===== config.mk =====
export PLATFORM = sky130hd
export DESIGN_NAME = usb_audio_packet_size_scheduler_flat
export DESIGN_NICKNAME = d
export VERILOG_FILES = /design/src/usbps_pkg.sv /design/src/usbps_if.sv /design/src/usbps_div.sv /design/src/usbps_dp.sv /design/src/usbps_ctrl.sv /design/src/usb_audio_packet_size_scheduler.sv /design/src/flat_wrapper.sv
export SDC_FILE = /design/constraint.sdc
export NUM_CORES = 1
export LEC_CHECK = 0
export BUFFER_PORTS_ARGS = -buffer_cell sky130_fd_sc_hd__buf_2
export CAP_MARGIN = 30
export CORE_UTILIZATION = 50
export CTS_CLUSTER_DIAMETER = 80
export DETAILED_ROUTE_END_ITERATION = 7
export GPL_ROUTABILITY_DRIVEN = 0
export PLACE_DENSITY = 0.67
export SYNTH_ARGS = -nofsm -noshare
export SYNTH_HDL_FRONTEND = slang
export SYNTH_SLANG_ARGS = --single-unit

===== constraint.sdc =====
create_clock -name clk -period 14.85 [get_ports clk]
set_input_delay 4.455 -clock clk [delete_from_list [all_inputs] [get_ports clk]]
set_output_delay 4.455 -clock clk [all_outputs]
set_load 0.005 [all_outputs]

===== src/usbps_pkg.sv =====
`timescale 1ns / 1ps
// ----------------------------------------------------------------------------
// usbps_pkg
// Shared widths, codes and controller/datapath handshake types.
// ----------------------------------------------------------------------------
package usbps_pkg;

	// field widths
	localparam int SR_W       = 20;
	localparam int PPS_W      = 13;
	localparam int BPF_W      = 8;
	localparam int FDIV_W     = 5;
	localparam int FB_W       = 26;
	localparam int BYTES_W    = 18;
	localparam int STAT_W     = 2;
	localparam int CFG_IDX_W  = 2;
	localparam int CFG_DATA_W = 20;

	// internal widths
	localparam int FRAC_W   = 16;
	localparam int NOM_W    = SR_W + FRAC_W;   // full-width nominal quotient
	localparam int DVD_W    = NOM_W;           // divider dividend
	localparam int DVS_W    = PPS_W;           // divider divisor
	localparam int CNT_W    = 6;
	localparam int ACC_W    = SR_W + 1;        // remainder + sample rate
	localparam int FRAMES_W = ACC_W;
	localparam int PROD_W   = BYTES_W + BPF_W;

	localparam logic [BYTES_W-1:0] BYTES_MAX = '1;
	localparam logic [FB_W-1:0]    OUT26_MAX = '1;

	typedef enum logic [CFG_IDX_W-1:0] {
		CFG_SAMPLE_RATE        = 2'd0,
		CFG_PACKETS_PER_SECOND = 2'd1,
		CFG_BYTES_PER_FRAME    = 2'd2,
		CFG_FEEDBACK_DIVISOR   = 2'd3
	} cfg_idx_t;

	typedef enum logic [STAT_W-1:0] {
		FB_NONE       = 2'd0,
		FB_IN_WINDOW  = 2'd1,
		FB_OUT_WINDOW = 2'd2
	} fb_status_t;

	// controller -> datapath
	typedef struct packed {
		logic accept;
		logic start_nom;
		logic start_scl;
		logic start_rem;
		logic cap_nom;
		logic cap_scl;
		logic cap_win;
		logic cap_rem;
		logic mult;
		logic load_out;
	} usbps_cmd_t;

	// datapath -> controller
	typedef struct packed {
		logic fb_nz;
		logic div_done;
		logic in_win;
		logic whole_nz;
		logic out_free;
	} usbps_sts_t;

endpackage


===== src/usbps_if.sv =====
`timescale 1ns / 1ps
// ----------------------------------------------------------------------------
// usbps interfaces
// Valid/ready channels for packet requests, results and register writes.
// ----------------------------------------------------------------------------
interface usbps_req_if;
	import usbps_pkg::*;
	logic            valid;
	logic            ready;
	logic [FB_W-1:0] feedback_value;

	modport source (output valid, output feedback_value, input ready);
	modport sink   (input valid, input feedback_value, output ready);
endinterface

interface usbps_res_if;
	import usbps_pkg::*;
	logic               valid;
	logic               ready;
	logic [BYTES_W-1:0] byte_count;
	logic [STAT_W-1:0]  feedback_status;
	logic [FB_W-1:0]    scaled_feedback;
	logic [FB_W-1:0]    nominal_frames;

	modport source (output valid, output byte_count, output feedback_status,
		output scaled_feedback, output nominal_frames, input ready);
	modport sink   (input valid, input byte_count, input feedback_status,
		input scaled_feedback, input nominal_frames, output ready);
endinterface

interface usbps_cfg_if;
	import usbps_pkg::*;
	logic                  valid;
	logic                  ready;
	logic [CFG_IDX_W-1:0]  index;
	logic [CFG_DATA_W-1:0] data;

	modport source (output valid, output index, output data, input ready);
	modport sink   (input valid, input index, input data, output ready);
endinterface


===== src/usbps_div.sv =====
`timescale 1ns / 1ps
// ----------------------------------------------------------------------------
// usbps_div
// Restoring divider, one quotient bit per cycle, left-aligned dividend.
// ----------------------------------------------------------------------------
module usbps_div (
	input  logic                        clk,
	input  logic                        arst_n,
	input  logic                        start,
	input  logic [usbps_pkg::DVD_W-1:0] dividend,   // left-aligned
	input  logic [usbps_pkg::DVS_W-1:0] divisor,
	input  logic [usbps_pkg::CNT_W-1:0] count,      // quotient bits to produce
	output logic                        done,
	output logic [usbps_pkg::DVD_W-1:0] quotient,
	output logic [usbps_pkg::DVS_W-1:0] remainder
);
	import usbps_pkg::*;

	logic [DVD_W-1:0] dvd_q;
	logic [DVS_W-1:0] dvs_q;
	logic [DVS_W-1:0] rem_q;
	logic [CNT_W-1:0] cnt_q;
	logic             busy_q;
	logic             done_q;

	logic [DVS_W:0]   trial;
	logic             fits;

	assign trial = {rem_q, dvd_q[DVD_W-1]};
	assign fits  = trial >= {1'b0, dvs_q};

	always_ff @(posedge clk or negedge arst_n) begin
		if (!arst_n) begin
			busy_q <= 1'b0;
			done_q <= 1'b0;
			cnt_q  <= '0;
		end else begin
			done_q <= 1'b0;
			if (start) begin
				busy_q <= 1'b1;
				cnt_q  <= count;
			end else if (busy_q) begin
				cnt_q <= cnt_q - CNT_W'(1);
				if (cnt_q == CNT_W'(1)) begin
					busy_q <= 1'b0;
					done_q <= 1'b1;
				end
			end
		end
	end

	always_ff @(posedge clk) begin
		if (start) begin
			dvd_q <= dividend;
			dvs_q <= divisor;
			rem_q <= '0;
		end else if (busy_q) begin
			// quotient bits shift in from the bottom
			dvd_q <= {dvd_q[DVD_W-2:0], fits};
			rem_q <= fits ? DVS_W'(trial - {1'b0, dvs_q}) : trial[DVS_W-1:0];
		end
	end

	assign done      = done_q;
	assign quotient  = dvd_q;
	assign remainder = rem_q;

endmodule


===== src/usbps_dp.sv =====
`timescale 1ns / 1ps
// ----------------------------------------------------------------------------
// usbps_dp
// Datapath: config registers, accumulators, shared divider, result register.
// ----------------------------------------------------------------------------
module usbps_dp (
	input  logic                             clk,
	input  logic                             arst_n,
	input  usbps_pkg::usbps_cmd_t            cmd,
	output usbps_pkg::usbps_sts_t            sts,
	// register writes
	input  logic                             cfg_we,
	input  logic [usbps_pkg::CFG_IDX_W-1:0]  cfg_index,
	input  logic [usbps_pkg::CFG_DATA_W-1:0] cfg_data,
	// request payload
	input  logic [usbps_pkg::FB_W-1:0]       fb_in,
	// result channel
	output logic                             out_valid,
	input  logic                             out_ready,
	output logic [usbps_pkg::BYTES_W-1:0]    out_bytes,
	output logic [usbps_pkg::STAT_W-1:0]     out_status,
	output logic [usbps_pkg::FB_W-1:0]       out_scaled,
	output logic [usbps_pkg::FB_W-1:0]       out_nominal
);
	import usbps_pkg::*;

	logic [SR_W-1:0]   sample_rate_q;
	logic [PPS_W-1:0]  pps_q;
	logic [BPF_W-1:0]  bpf_q;
	logic [FDIV_W-1:0] fdiv_q;

	logic [FRAC_W-1:0] frac_q;
	logic [PPS_W-1:0]  rate_rem_q;

	logic [FB_W-1:0]     fb_q;
	logic [NOM_W-1:0]    nominal_q;
	logic [NOM_W-1:0]    lo_q;
	logic [NOM_W:0]      hi_q;
	logic [FB_W-1:0]     scaled_q;
	fb_status_t          status_q;
	logic [FRAMES_W-1:0] frames_q;
	logic [PROD_W-1:0]   prod_q;

	logic               out_valid_q;
	logic [BYTES_W-1:0] out_bytes_q;
	logic [STAT_W-1:0]  out_status_q;
	logic [FB_W-1:0]    out_scaled_q;
	logic [FB_W-1:0]    out_nominal_q;

	logic [PPS_W-1:0]  pps_eff;
	logic [FDIV_W-1:0] fdiv_eff;
	logic [ACC_W-1:0]  acc;
	logic [FB_W:0]     sum;
	logic              in_win;

	logic             div_start;
	logic [DVD_W-1:0] div_dividend;
	logic [DVS_W-1:0] div_divisor;
	logic [CNT_W-1:0] div_count;
	logic             div_done;
	logic [DVD_W-1:0] div_quot;
	logic [DVS_W-1:0] div_rem;

	logic [BYTES_W-1:0] frames_sat;
	logic [PROD_W-1:0]  bytes_floor;
	logic [BYTES_W-1:0] bytes_final;
	logic [FB_W-1:0]    nominal_sat;

	// zero divisors behave as one
	assign pps_eff  = (pps_q == '0) ? PPS_W'(1) : pps_q;
	assign fdiv_eff = (fdiv_q == '0) ? FDIV_W'(1) : fdiv_q;

	assign acc    = ACC_W'(rate_rem_q) + ACC_W'(sample_rate_q);
	assign sum    = (FB_W+1)'(frac_q) + (FB_W+1)'(scaled_q);
	assign in_win = (NOM_W'(scaled_q) >= lo_q) && ((NOM_W+1)'(scaled_q) <= hi_q);

	// config registers
	always_ff @(posedge clk or negedge arst_n) begin
		if (!arst_n) begin
			sample_rate_q <= SR_W'(48000);
			pps_q         <= PPS_W'(1000);
			bpf_q         <= BPF_W'(8);
			fdiv_q        <= FDIV_W'(1);
		end else if (cfg_we) begin
			unique case (cfg_idx_t'(cfg_index))
				CFG_SAMPLE_RATE:        sample_rate_q <= cfg_data[SR_W-1:0];
				CFG_PACKETS_PER_SECOND: pps_q         <= cfg_data[PPS_W-1:0];
				CFG_BYTES_PER_FRAME:    bpf_q         <= cfg_data[BPF_W-1:0];
				CFG_FEEDBACK_DIVISOR:   fdiv_q        <= cfg_data[FDIV_W-1:0];
				default: ;
			endcase
		end
	end

	// shared divider
	always_comb begin
		div_dividend = {sample_rate_q, {FRAC_W{1'b0}}};
		div_divisor  = pps_eff;
		div_count    = CNT_W'(NOM_W);
		if (cmd.start_scl) begin
			div_dividend = {fb_q, {(DVD_W-FB_W){1'b0}}};
			div_divisor  = DVS_W'(fdiv_eff);
			div_count    = CNT_W'(FB_W);
		end else if (cmd.start_rem) begin
			div_dividend = {acc, {(DVD_W-ACC_W){1'b0}}};
			div_count    = CNT_W'(ACC_W);
		end
	end

	assign div_start = cmd.start_nom | cmd.start_scl | cmd.start_rem;

	usbps_div u_div (
		.clk       (clk),
		.arst_n    (arst_n),
		.start     (div_start),
		.dividend  (div_dividend),
		.divisor   (div_divisor),
		.count     (div_count),
		.done      (div_done),
		.quotient  (div_quot),
		.remainder (div_rem)
	);

	// persistent accumulators
	always_ff @(posedge clk or negedge arst_n) begin
		if (!arst_n) begin
			frac_q     <= '0;
			rate_rem_q <= '0;
		end else begin
			if (cmd.cap_win && in_win)
				frac_q <= sum[FRAC_W-1:0];
			if (cmd.cap_rem)
				rate_rem_q <= div_rem;
		end
	end

	// per-request working registers
	always_ff @(posedge clk) begin
		lo_q <= nominal_q - (nominal_q >> 3);
		hi_q <= (NOM_W+1)'(nominal_q) + (NOM_W+1)'(nominal_q >> 1);
		if (cmd.accept) begin
			fb_q      <= fb_in;
			status_q  <= FB_NONE;
			scaled_q  <= '0;
			nominal_q <= '0;
		end
		if (cmd.cap_nom)
			nominal_q <= div_quot;
		if (cmd.cap_scl)
			scaled_q <= div_quot[FB_W-1:0];
		if (cmd.cap_win) begin
			status_q <= in_win ? FB_IN_WINDOW : FB_OUT_WINDOW;
			if (in_win)
				frames_q <= FRAMES_W'(sum[FB_W:FRAC_W]);
		end
		if (cmd.cap_rem)
			frames_q <= div_quot[FRAMES_W-1:0];
		if (cmd.mult)
			prod_q <= PROD_W'(frames_sat) * PROD_W'(bpf_q);
	end

	assign frames_sat  = (frames_q > FRAMES_W'(BYTES_MAX)) ? BYTES_MAX
		: frames_q[BYTES_W-1:0];
	// no whole frame still sends one frame
	assign bytes_floor = (prod_q < PROD_W'(bpf_q)) ? PROD_W'(bpf_q) : prod_q;
	assign bytes_final = (bytes_floor > PROD_W'(BYTES_MAX)) ? BYTES_MAX
		: bytes_floor[BYTES_W-1:0];
	assign nominal_sat = (nominal_q > NOM_W'(OUT26_MAX)) ? OUT26_MAX
		: nominal_q[FB_W-1:0];

	// result register
	always_ff @(posedge clk or negedge arst_n) begin
		if (!arst_n)
			out_valid_q <= 1'b0;
		else if (cmd.load_out)
			out_valid_q <= 1'b1;
		else if (out_ready)
			out_valid_q <= 1'b0;
	end

	always_ff @(posedge clk) begin
		if (cmd.load_out) begin
			out_bytes_q   <= bytes_final;
			out_status_q  <= status_q;
			out_scaled_q  <= scaled_q;
			out_nominal_q <= nominal_sat;
		end
	end

	assign out_valid   = out_valid_q;
	assign out_bytes   = out_bytes_q;
	assign out_status  = out_status_q;
	assign out_scaled  = out_scaled_q;
	assign out_nominal = out_nominal_q;

	assign sts.fb_nz    = fb_in != '0;
	assign sts.div_done = div_done;
	assign sts.in_win   = in_win;
	assign sts.whole_nz = sum[FB_W:FRAC_W] != '0;
	assign sts.out_free = !out_valid_q || out_ready;

endmodule


===== src/usbps_ctrl.sv =====
`timescale 1ns / 1ps
// ----------------------------------------------------------------------------
// usbps_ctrl
// Sequencer for one packet request: divisions, window check, sizing.
// ----------------------------------------------------------------------------
module usbps_ctrl (
	input  logic                  clk,
	input  logic                  arst_n,
	input  logic                  in_valid,
	output logic                  in_ready,
	input  usbps_pkg::usbps_sts_t sts,
	output usbps_pkg::usbps_cmd_t cmd
);
	import usbps_pkg::*;

	typedef enum logic [6:0] {
		S_IDLE = 7'b0000001,
		S_NOM  = 7'b0000010,   // nominal rate division
		S_SCL  = 7'b0000100,   // feedback / divisor
		S_WIN  = 7'b0001000,   // window test, fraction accumulate
		S_REM  = 7'b0010000,   // remainder accumulator division
		S_MUL  = 7'b0100000,
		S_OUT  = 7'b1000000
	} state_t;

	state_t state_q;
	state_t state_d;

	always_ff @(posedge clk or negedge arst_n) begin
		if (!arst_n)
			state_q <= S_IDLE;
		else
			state_q <= state_d;
	end

	always_comb begin
		cmd     = '0;
		state_d = state_q;
		unique case (state_q)
			S_IDLE: begin
				if (in_valid) begin
					cmd.accept = 1'b1;
					if (sts.fb_nz) begin
						cmd.start_nom = 1'b1;
						state_d       = S_NOM;
					end else begin
						cmd.start_rem = 1'b1;
						state_d       = S_REM;
					end
				end
			end
			S_NOM: begin
				if (sts.div_done) begin
					cmd.cap_nom   = 1'b1;
					cmd.start_scl = 1'b1;
					state_d       = S_SCL;
				end
			end
			S_SCL: begin
				if (sts.div_done) begin
					cmd.cap_scl = 1'b1;
					state_d     = S_WIN;
				end
			end
			S_WIN: begin
				cmd.cap_win = 1'b1;
				if (sts.in_win && sts.whole_nz) begin
					state_d = S_MUL;
				end else begin
					cmd.start_rem = 1'b1;
					state_d       = S_REM;
				end
			end
			S_REM: begin
				if (sts.div_done) begin
					cmd.cap_rem = 1'b1;
					state_d     = S_MUL;
				end
			end
			S_MUL: begin
				cmd.mult = 1'b1;
				state_d  = S_OUT;
			end
			S_OUT: begin
				if (sts.out_free) begin
					cmd.load_out = 1'b1;
					state_d      = S_IDLE;
				end
			end
			default: state_d = S_IDLE;
		endcase
	end

	assign in_ready = state_q == S_IDLE;

endmodule


===== src/usb_audio_packet_size_scheduler.sv =====
`timescale 1ns / 1ps
// ----------------------------------------------------------------------------
// usb_audio_packet_size_scheduler
// Sizes isochronous audio packets from Q16.16 feedback or the nominal rate.
// ----------------------------------------------------------------------------
// Usage:
//  - feedback: one request per USB packet, carrying the raw Q16.16 feedback
//    value (zero when the host gave none). Taken when valid and ready are high.
//  - result: one result per request: byte count, feedback status, scaled
//    feedback and nominal rate. Held in an output register until taken.
//  - cfg: register writes (index 0 sample rate, 1 packets per second,
//    2 bytes per frame, 3 feedback divisor). Always ready; write only while
//    no request is in flight.
//  - Divisions: one bit-serial divider does every division. A request
//    without feedback needs only the 21-bit remainder division; with
//    feedback the 36-bit nominal and 26-bit feedback divisions, plus the
//    remainder division out of window or with no whole frame. One request
//    is worked at a time; the next is not taken until this one finishes.
//  - A result that waits for the receiver does not block the next request;
//    only a second finished result waits until the first is taken.
//  - Reset restores the default registers (48000, 1000, 8, 1) and clears the
//    fraction and remainder accumulators.
// ----------------------------------------------------------------------------
module usb_audio_packet_size_scheduler (
	input  logic        clk,
	input  logic        arst_n,
	usbps_req_if.sink   feedback,
	usbps_res_if.source result,
	usbps_cfg_if.sink   cfg
);
	import usbps_pkg::*;

	usbps_cmd_t cmd;
	usbps_sts_t sts;
	logic       req_fire;
	logic       cfg_we;

	assign cfg.ready = 1'b1;
	assign cfg_we    = cfg.valid && cfg.ready;
	assign req_fire  = feedback.valid && feedback.ready;

	usbps_ctrl u_ctrl (
		.clk      (clk),
		.arst_n   (arst_n),
		.in_valid (feedback.valid),
		.in_ready (feedback.ready),
		.sts      (sts),
		.cmd      (cmd)
	);

	// request payload sampled on accept inside the datapath
	usbps_dp u_dp (
		.clk         (clk),
		.arst_n      (arst_n),
		.cmd         (cmd),
		.sts         (sts),
		.cfg_we      (cfg_we),
		.cfg_index   (cfg.index),
		.cfg_data    (cfg.data),
		.fb_in       (req_fire ? feedback.feedback_value : '0),
		.out_valid   (result.valid),
		.out_ready   (result.ready),
		.out_bytes   (result.byte_count),
		.out_status  (result.feedback_status),
		.out_scaled  (result.scaled_feedback),
		.out_nominal (result.nominal_frames)
	);

endmodule


===== src/flat_wrapper.sv =====
// flat-port wrapper written by rule: the top's interface ports become plain ports
module usb_audio_packet_size_scheduler_flat import usbps_pkg::*;
  (clk, arst_n, feedback_valid, feedback_feedback_value, feedback_ready, result_valid, result_byte_count, result_feedback_status, result_scaled_feedback, result_nominal_frames, result_ready, cfg_valid, cfg_index, cfg_data, cfg_ready);
  usbps_req_if feedback_i ();
  usbps_res_if result_i ();
  usbps_cfg_if cfg_i ();
  input  logic clk;
  input  logic arst_n;
  input wire logic [$bits(feedback_i.valid)-1:0] feedback_valid;
  input wire logic [$bits(feedback_i.feedback_value)-1:0] feedback_feedback_value;
  output wire logic [$bits(feedback_i.ready)-1:0] feedback_ready;
  output wire logic [$bits(result_i.valid)-1:0] result_valid;
  output wire logic [$bits(result_i.byte_count)-1:0] result_byte_count;
  output wire logic [$bits(result_i.feedback_status)-1:0] result_feedback_status;
  output wire logic [$bits(result_i.scaled_feedback)-1:0] result_scaled_feedback;
  output wire logic [$bits(result_i.nominal_frames)-1:0] result_nominal_frames;
  input wire logic [$bits(result_i.ready)-1:0] result_ready;
  input wire logic [$bits(cfg_i.valid)-1:0] cfg_valid;
  input wire logic [$bits(cfg_i.index)-1:0] cfg_index;
  input wire logic [$bits(cfg_i.data)-1:0] cfg_data;
  output wire logic [$bits(cfg_i.ready)-1:0] cfg_ready;
  assign feedback_i.valid = feedback_valid;
  assign feedback_i.feedback_value = feedback_feedback_value;
  assign feedback_ready = feedback_i.ready;
  assign result_valid = result_i.valid;
  assign result_byte_count = result_i.byte_count;
  assign result_feedback_status = result_i.feedback_status;
  assign result_scaled_feedback = result_i.scaled_feedback;
  assign result_nominal_frames = result_i.nominal_frames;
  assign result_i.ready = result_ready;
  assign cfg_i.valid = cfg_valid;
  assign cfg_i.index = cfg_index;
  assign cfg_i.data = cfg_data;
  assign cfg_ready = cfg_i.ready;
  usb_audio_packet_size_scheduler u_core (.clk(clk), .arst_n(arst_n), .feedback(feedback_i), .result(result_i), .cfg(cfg_i));
endmodule

**Yosys cells after proc, flatten, opt, wreduce, memory -nomap -nowiden**

Cells that the tools add are included.

- Flip-flop bits (word level): 435
- Bits of input ports: 53
- Output and inout port bits: 75

- $add $sub $neg: 6
- $mul: 1
- Order comparisons: 7
- Equality and inequality tests: 16
- Multiplexer cells: 56
- Bitwise logic cells: 2
- Reductions and logical operators: 25

Operator list:

| operator | number |
|---|---|
| 36-bit 2-to-1 mux | 6 |
| 26-bit 2-to-1 mux | 4 |
| 21-bit 2-to-1 mux | 3 |
| 7-bit case mux with 7 select lines | 1 |
| 36-bit by 35-bit adder with 37-bit output | 1 |
| 26-bit by 37-bit less-or-equal comparator with 1-bit output | 1 |
| 26-bit by 36-bit greater-or-equal comparator with 1-bit output | 1 |
| 36-bit by 26-bit > comparator with 1-bit output, second input constant | 1 |
| 36-bit by 33-bit subtractor with 36-bit output | 1 |
| 7-bit 2-to-1 mux | 5 |
| 6-bit 2-to-1 mux | 5 |
| 16-bit by 26-bit adder with 27-bit output | 1 |
| 26-bit by 18-bit > comparator with 1-bit output, second input constant | 1 |
| 26-bit by 8-bit less-than comparator with 1-bit output | 1 |
| 18-bit by 8-bit multiplier with 26-bit output | 1 |
| 26-bit nonzero test | 1 |
| 13-bit by 20-bit adder with 21-bit output | 1 |
| 21-bit by 18-bit > comparator with 1-bit output, second input constant | 1 |
| 1-bit 2-to-1 mux | 20 |
| 5-bit 2-to-1 mux | 4 |
| 18-bit 2-to-1 mux | 1 |
| 14-bit by 13-bit greater-or-equal comparator with 1-bit output | 1 |
| 2-bit nonzero test | 7 |
| 13-bit zero test | 1 |
| 27 further kinds | 43 |

**Logic depth before layout (Yosys ltp)**

- Word-level depth: 10
- Gate-level depth with buffers: 23
- Depth with buffers taken out: 21

**Cells and area by module**

Synthesis repeated with hierarchy kept, for this count alone.

- Cell total of the unflattened synthesis: 2693
- Area, all modules: 28112.0 µm²

By module, submodules not included:

| module | times used | cells an instance | area each (µm²) | sequential area each (µm²) |
|---|---|---|---|---|
| usbps_dp | 1 | 2291 | 23730.3 | 9658.0 |
| usbps_div | 1 | 310 | 3661.0 | 1931.9 |
| usbps_ctrl | 1 | 60 | 506.7 | 176.4 |
| usb_audio_packet_size_scheduler | 1 | 32 | 214.0 | 0.0 |

**Least setup slack after synthesis**

Ideal clock, no wire load.

- Path type: input -> register
- Start: input result_ready
- End: register u_core.u_dp.out_bytes_q[0], in the netlist u_core.u_dp.out_bytes[0], enable pin
- Library setup time: 0.510 ns
- Arrival time: 7.807 ns
- Data required time: 14.340 ns
- Slack: 6.533 ns
- Cell stages on the path: 2
- Buffers on the path: 0
- Cell sequence: nand2b_1 nor2b_1

RTL lines:

| item | line | text |
|---|---|---|
| start, declared | flat_wrapper.sv:17 | `input wire logic [$bits(result_i.ready)-1:0] result_ready;` |
| end signal, assigned | usbps_dp.sv:183 | `out_bytes_q <= bytes_final;` |
| end, declared | usbps_dp.sv:45 | `logic [BYTES_W-1:0] out_bytes_q;` |

**Worst setup path after layout**

- Start: input feedback_valid
- End: register u_core.u_dp.u_div.dvd_q[35], in the netlist u_core.u_dp.u_div.quotient[35], enable pin

- Word-level cells in the longest chain between the ends: 9
- Elaborated cells on any way between the ends: 12
- Classes of those cells: 7 x mux; 2 x bitwise; 3 x reduce/logical

Ends and longest elaborated chain:

| item | line | text |
|---|---|---|
| start, declared | flat_wrapper.sv:9 | `input wire logic [$bits(feedback_i.valid)-1:0] feedback_valid;` |
| 1-bit logical AND | usb_audio_packet_size_scheduler.sv:40 | `assign req_fire = feedback.valid && feedback.ready;` |
| 26-bit 2-to-1 mux | usb_audio_packet_size_scheduler.sv:60 | `.fb_in (req_fire ? feedback.feedback_value : '0),` |
| 26-bit nonzero test | usbps_dp.sv:196 | `assign sts.fb_nz = fb_in != '0;` |
| 1-bit 2-to-1 mux | usbps_ctrl.sv:43 | `if (sts.fb_nz) begin` |
| 2-bit 2-to-1 mux | usbps_ctrl.sv:41 | `if (in_valid) begin` |
| 2-bit 2-to-1 mux | usbps_ctrl.sv:39 | `unique case (state_q)` |
| 1-bit bitwise OR | usbps_dp.sv:110 | `assign div_start = cmd.start_nom \| cmd.start_scl \| cmd.start_rem;` |
| 1-bit bitwise OR (*) | usbps_dp.sv:110 |  |
| 2-bit nonzero test (no source line) (*) | -- |  |
| end signal, assigned | usbps_div.sv:54 | `dvd_q <= dividend;` |
| end signal, assigned | usbps_div.sv:59 | `dvd_q <= {dvd_q[DVD_W-2:0], fits};` |
| end, declared | usbps_div.sv:19 | `logic [DVD_W-1:0] dvd_q;` |

Every way passes the cells marked *; elsewhere a longest branch is shown, timed or not.
A chain may end at the register's enable or synchronous reset.

==> metrics.md <==
| Metric | Value |
|---|---|
| Reg2Reg Setup Slack | `8.23 ns` |
| Cell type with the largest total area after synthesis | `edfxtp_1` |
| Final Setup Violations | `0` |
| Initial DRC count | `1671` |
| Cell Chain, Critical Path | `buf_2 -> nand2_1 -> nand2_1 -> buf_4 -> a211o_2 -> buf_4 -> nand2b_1 -> buf_4` |
| Worst Hold Path Cells | `0` |
| Clock sink count | `435` |
| Worst path required time | `15.10 ns` |
| DRC Markers | `0` |
| WHS | `0.4224 ns` |
| Sw power | `0.003217 W` |
| Hold_sp | `u_core.u_dp.status_q[1]` |
| CTS clk-pin slew, worst paths | `0.06 ns` |
| R2R Path End | `u_core.u_dp.prod_q[24]` |
| Initial antenna violation count | `3` |
| Internal power | `0.004503 W` |
| Area delta synth->final | `11.51%` |
| Slowest cell delay on critical path | `0.71 ns` |
| Largest net degree at the start of global routing | `82` |
| Fmax | `0.1390 GHz` |
| Seq cells post-synth | `435` |
| Minimum clock period | `7.195 ns` |
| Number of hold-repair buffers added at the cts stage | `0` |
| Sequential share of the synthesized area | `43.23%` |
| Max-cap viol count | `0` |
| Reg2Reg Depth | `19` |
| Congestion Overflow GR | `0` |
| R2r startpoint | `u_core.u_dp.frames_q[19]` |
| Top post-synthesis cells by area | `edfxtp_1 (28%), ha_1 (10%), fa_1 (7.4%)` |
| Via Count | `20030` |
| Final hold vios | `0` |
| WP buf/inv | `4` |
| Post-Layout Inst Area | `30350 sq um` |
| Post-cts resize count | `0` |
| CTS Buffer Depth | `3` |
| Post-Synthesis Cells | `2676` |
| Yosys cell types | `76` |
| Predominant post-synthesis flop cell | `edfxtp_1` |
| Met3 WL | `4149 um` |
| Hold crit path type | `reg2reg` |
| Register Area | `11770 sq um` |
| Met1 wire length | `28800 um` |
| Global-route wire length before repair | `105300 um` |
| Area share of the largest cell type after synthesis | `28.47%` |
| Fill count | `4657` |
| DP Worst Slack | `7.031 ns` |
| Gr usage total | `23.85%` |
| Net Count, Synth | `3057` |
| Seq pwr share | `26.5%` |
| Comb power frac | `57.1%` |
| Final Max Tran Viols | `0` |
| Actual slew at the worst max-slew pin | `1.063 ns` |
| Routed len/inst | `18.51 um` |
| Crit Path Max Fanout | `81` |
| CP Launch Type | `input port` |
| Post-DP Area | `28630 sq um` |
| Nets@finish | `3175` |
| Worst skew pair latency | `0.61 ns` |
| Crit Path Class | `in2reg` |
| CP endpoint kind | `flip-flop` |
| Post-DP HPWL | `49090 um` |
| Max VDD drop | `0.0003845 V` |
| Top Layer Used | `met4` |
| Slew Limit Headroom | `28.22%` |
| Site Rows | `85` |
| CTS tree | `yes` |
| Core area | `53810 sq um` |
| Root buf cell | `clkbuf_16` |
| Routed Antenna Nets | `0` |
| Fraction of registers with async set/reset | `20.92%` |
| # port buffers | `126` |
| Slowest stage cell, crit path | `nand2b_1` |
| IO Count | `128` |
| Clk network pwr share | `16.4%` |
| Post-synth EDFFs | `258` |
| Setup WS post-layout | `7.655 ns` |
| Num CTS Buffers | `48` |
| Initial Utilization | `50.57%` |
| Area of the mapped netlist | `27210 sq um` |
| Sw Share | `41.67%` |
| Vias in the first global route | `20130` |
| Syn avg cell area | `10.17 sq um` |
| Yosys Warn Count | `0` |
| CP delay by family, top | `buffers and inverters` |
| H-tree levels | `2` |
| Most frequent cell after synthesis | `nor2_1` |
| Leakage | `13.65 nW` |
| Final core occ | `56.39%` |
| Die area | `55370 sq um` |
| RSZ-0062 raised after global routing | `false` |
| WL met2 | `30540 um` |
| WL final | `65330 um` |
| Post CTS Setup Buffer Count | `0` |
| Power per cell area | `254.4 nW/um^2` |
| Most used cell, CP | `buf_4` |
| DR pass1 iterations | `6` |
| Multi-input gate area | `14110 sq um` |
| Die height | `235.3 um` |
| Setup TNS | `0 ns` |
| Most common library cells after synthesis | `nor2_1 (286), inv_1 (283), edfxtp_1 (258)` |
| Crit path depth | `8` |
| Final clock skew | `0.03403 ns` |
| Arrival time worst endpoint | `7.44 ns` |
| Vias/cell | `5.675` |
| Layout cells sized above 1 | `11.30%` |
| Fin crit share | `48.45%` |
| Outcome | `complete, no violations` |
| Worst Hold End | `u_core.u_dp.out_status[1]` |
| Die X | `235.3 um` |
power groups by stage:
stage | sequential (W) | clock [W] | combinational, W
floorplan | 0.00194 | 0 | 0.00353
global placement | 0.00206 | 0 | 0.00425
detailed placement | 0.00207 | 0 | 0.00439
CTS | 0.00204 | 0.00129 | 0.00443
global route | 0.00207 | 0.00133 | 0.00504
finish | 0.00205 | 0.00127 | 0.00441
sequential cells by signal, summed over array words and instances (netlist names), 16 cells and up:
name and cells:
u_core.u_dp.hi_q 37, u_core.u_dp.lo_q 36, u_core.u_dp.nominal_q 36, u_core.u_dp.u_div.quotient 36, u_core.u_dp.fb_q 26, u_core.u_dp.out_nominal 26, u_core.u_dp.out_scaled 26, u_core.u_dp.prod_q 26
u_core.u_dp.scaled_q 26, u_core.u_dp.frames_q 21, u_core.u_dp.sample_rate_q 20, u_core.u_dp.out_bytes 18, u_core.u_dp.frac_q 16
per-stage QoR:
step / power, W / cells
6_report: 0.007720 / 3530
5_1_grt: 0.008439 / 3529
3_5_place_dp: 0.006460 / 3439
3_3_place_gp: 0.006312 / 3435
2_1_floorplan: 0.005466 / 2676
4_1_cts: 0.007764 / 3528
area by class of cell:
cell class / instances / area share (%)
antenna: 1 / 0.008246
tap: 696 / 2.870
clock buffer: 59 / 4.296
inverter: 286 / 3.538
timing repair buffer: 145 / 2.779
clock inverter: 30 / 1.253
multi-input combinational: 1878 / 46.48
sequential: 435 / 38.77
routing by layer:
metal  track usage [%]  vias to the layer above
met3             3.612                      121
met5                 0                        -
li1                  -                     9571
met4             7.823                        0
met1             32.31                     9723
met2             39.29                      617
worst max-delay path by stage:
stage | from | endpoint | slack (ns)
global route | feedback_valid | u_core.u_dp.u_div.quotient[35] | 7.33
CTS | feedback_valid | u_core.u_dp.u_div.quotient[35] | 7.66
global placement | feedback_valid | u_core.u_dp.u_div.quotient[24] | 7.19
detailed placement | feedback_valid | u_core.u_dp.u_div.quotient[26] | 7.03
finish | feedback_valid | u_core.u_dp.u_div.quotient[35] | 7.65
floorplan | result_ready | u_core.u_dp.out_bytes[0] | 6.53
logic make-up (layout without fill, tap and decap cells):
family,count (synthesis),in the layout,synth area share (%)
AO/OA/AOI/OAI,511,511,12.17
adder cells (fa/ha/maj),328,328,17.87
other,1,2,0.01378
multiplexers,59,59,2.377
AND/OR/NAND/NOR,842,842,14.82
XOR/XNOR,137,137,4.409
flip-flops,435,435,43.23
buffers and inverters,363,520,5.108
placed cells by master, fill, tap and decap left out, types with 86 or more instances in the layout:
cell,synthesis,routed
nor2_1,286,286
inv_1,283,283
edfxtp_1,258,258
ha_1,227,227
nand2_1,193,192
a21oi_1,129,128
buf_2,10,125
o21ai_0,119,119
fa_1,101,101
and3_1,95,95
xnor2_1,88,88
dfxtp_1,86,86
No activity file was read; power rests on OpenSTA's default activity.
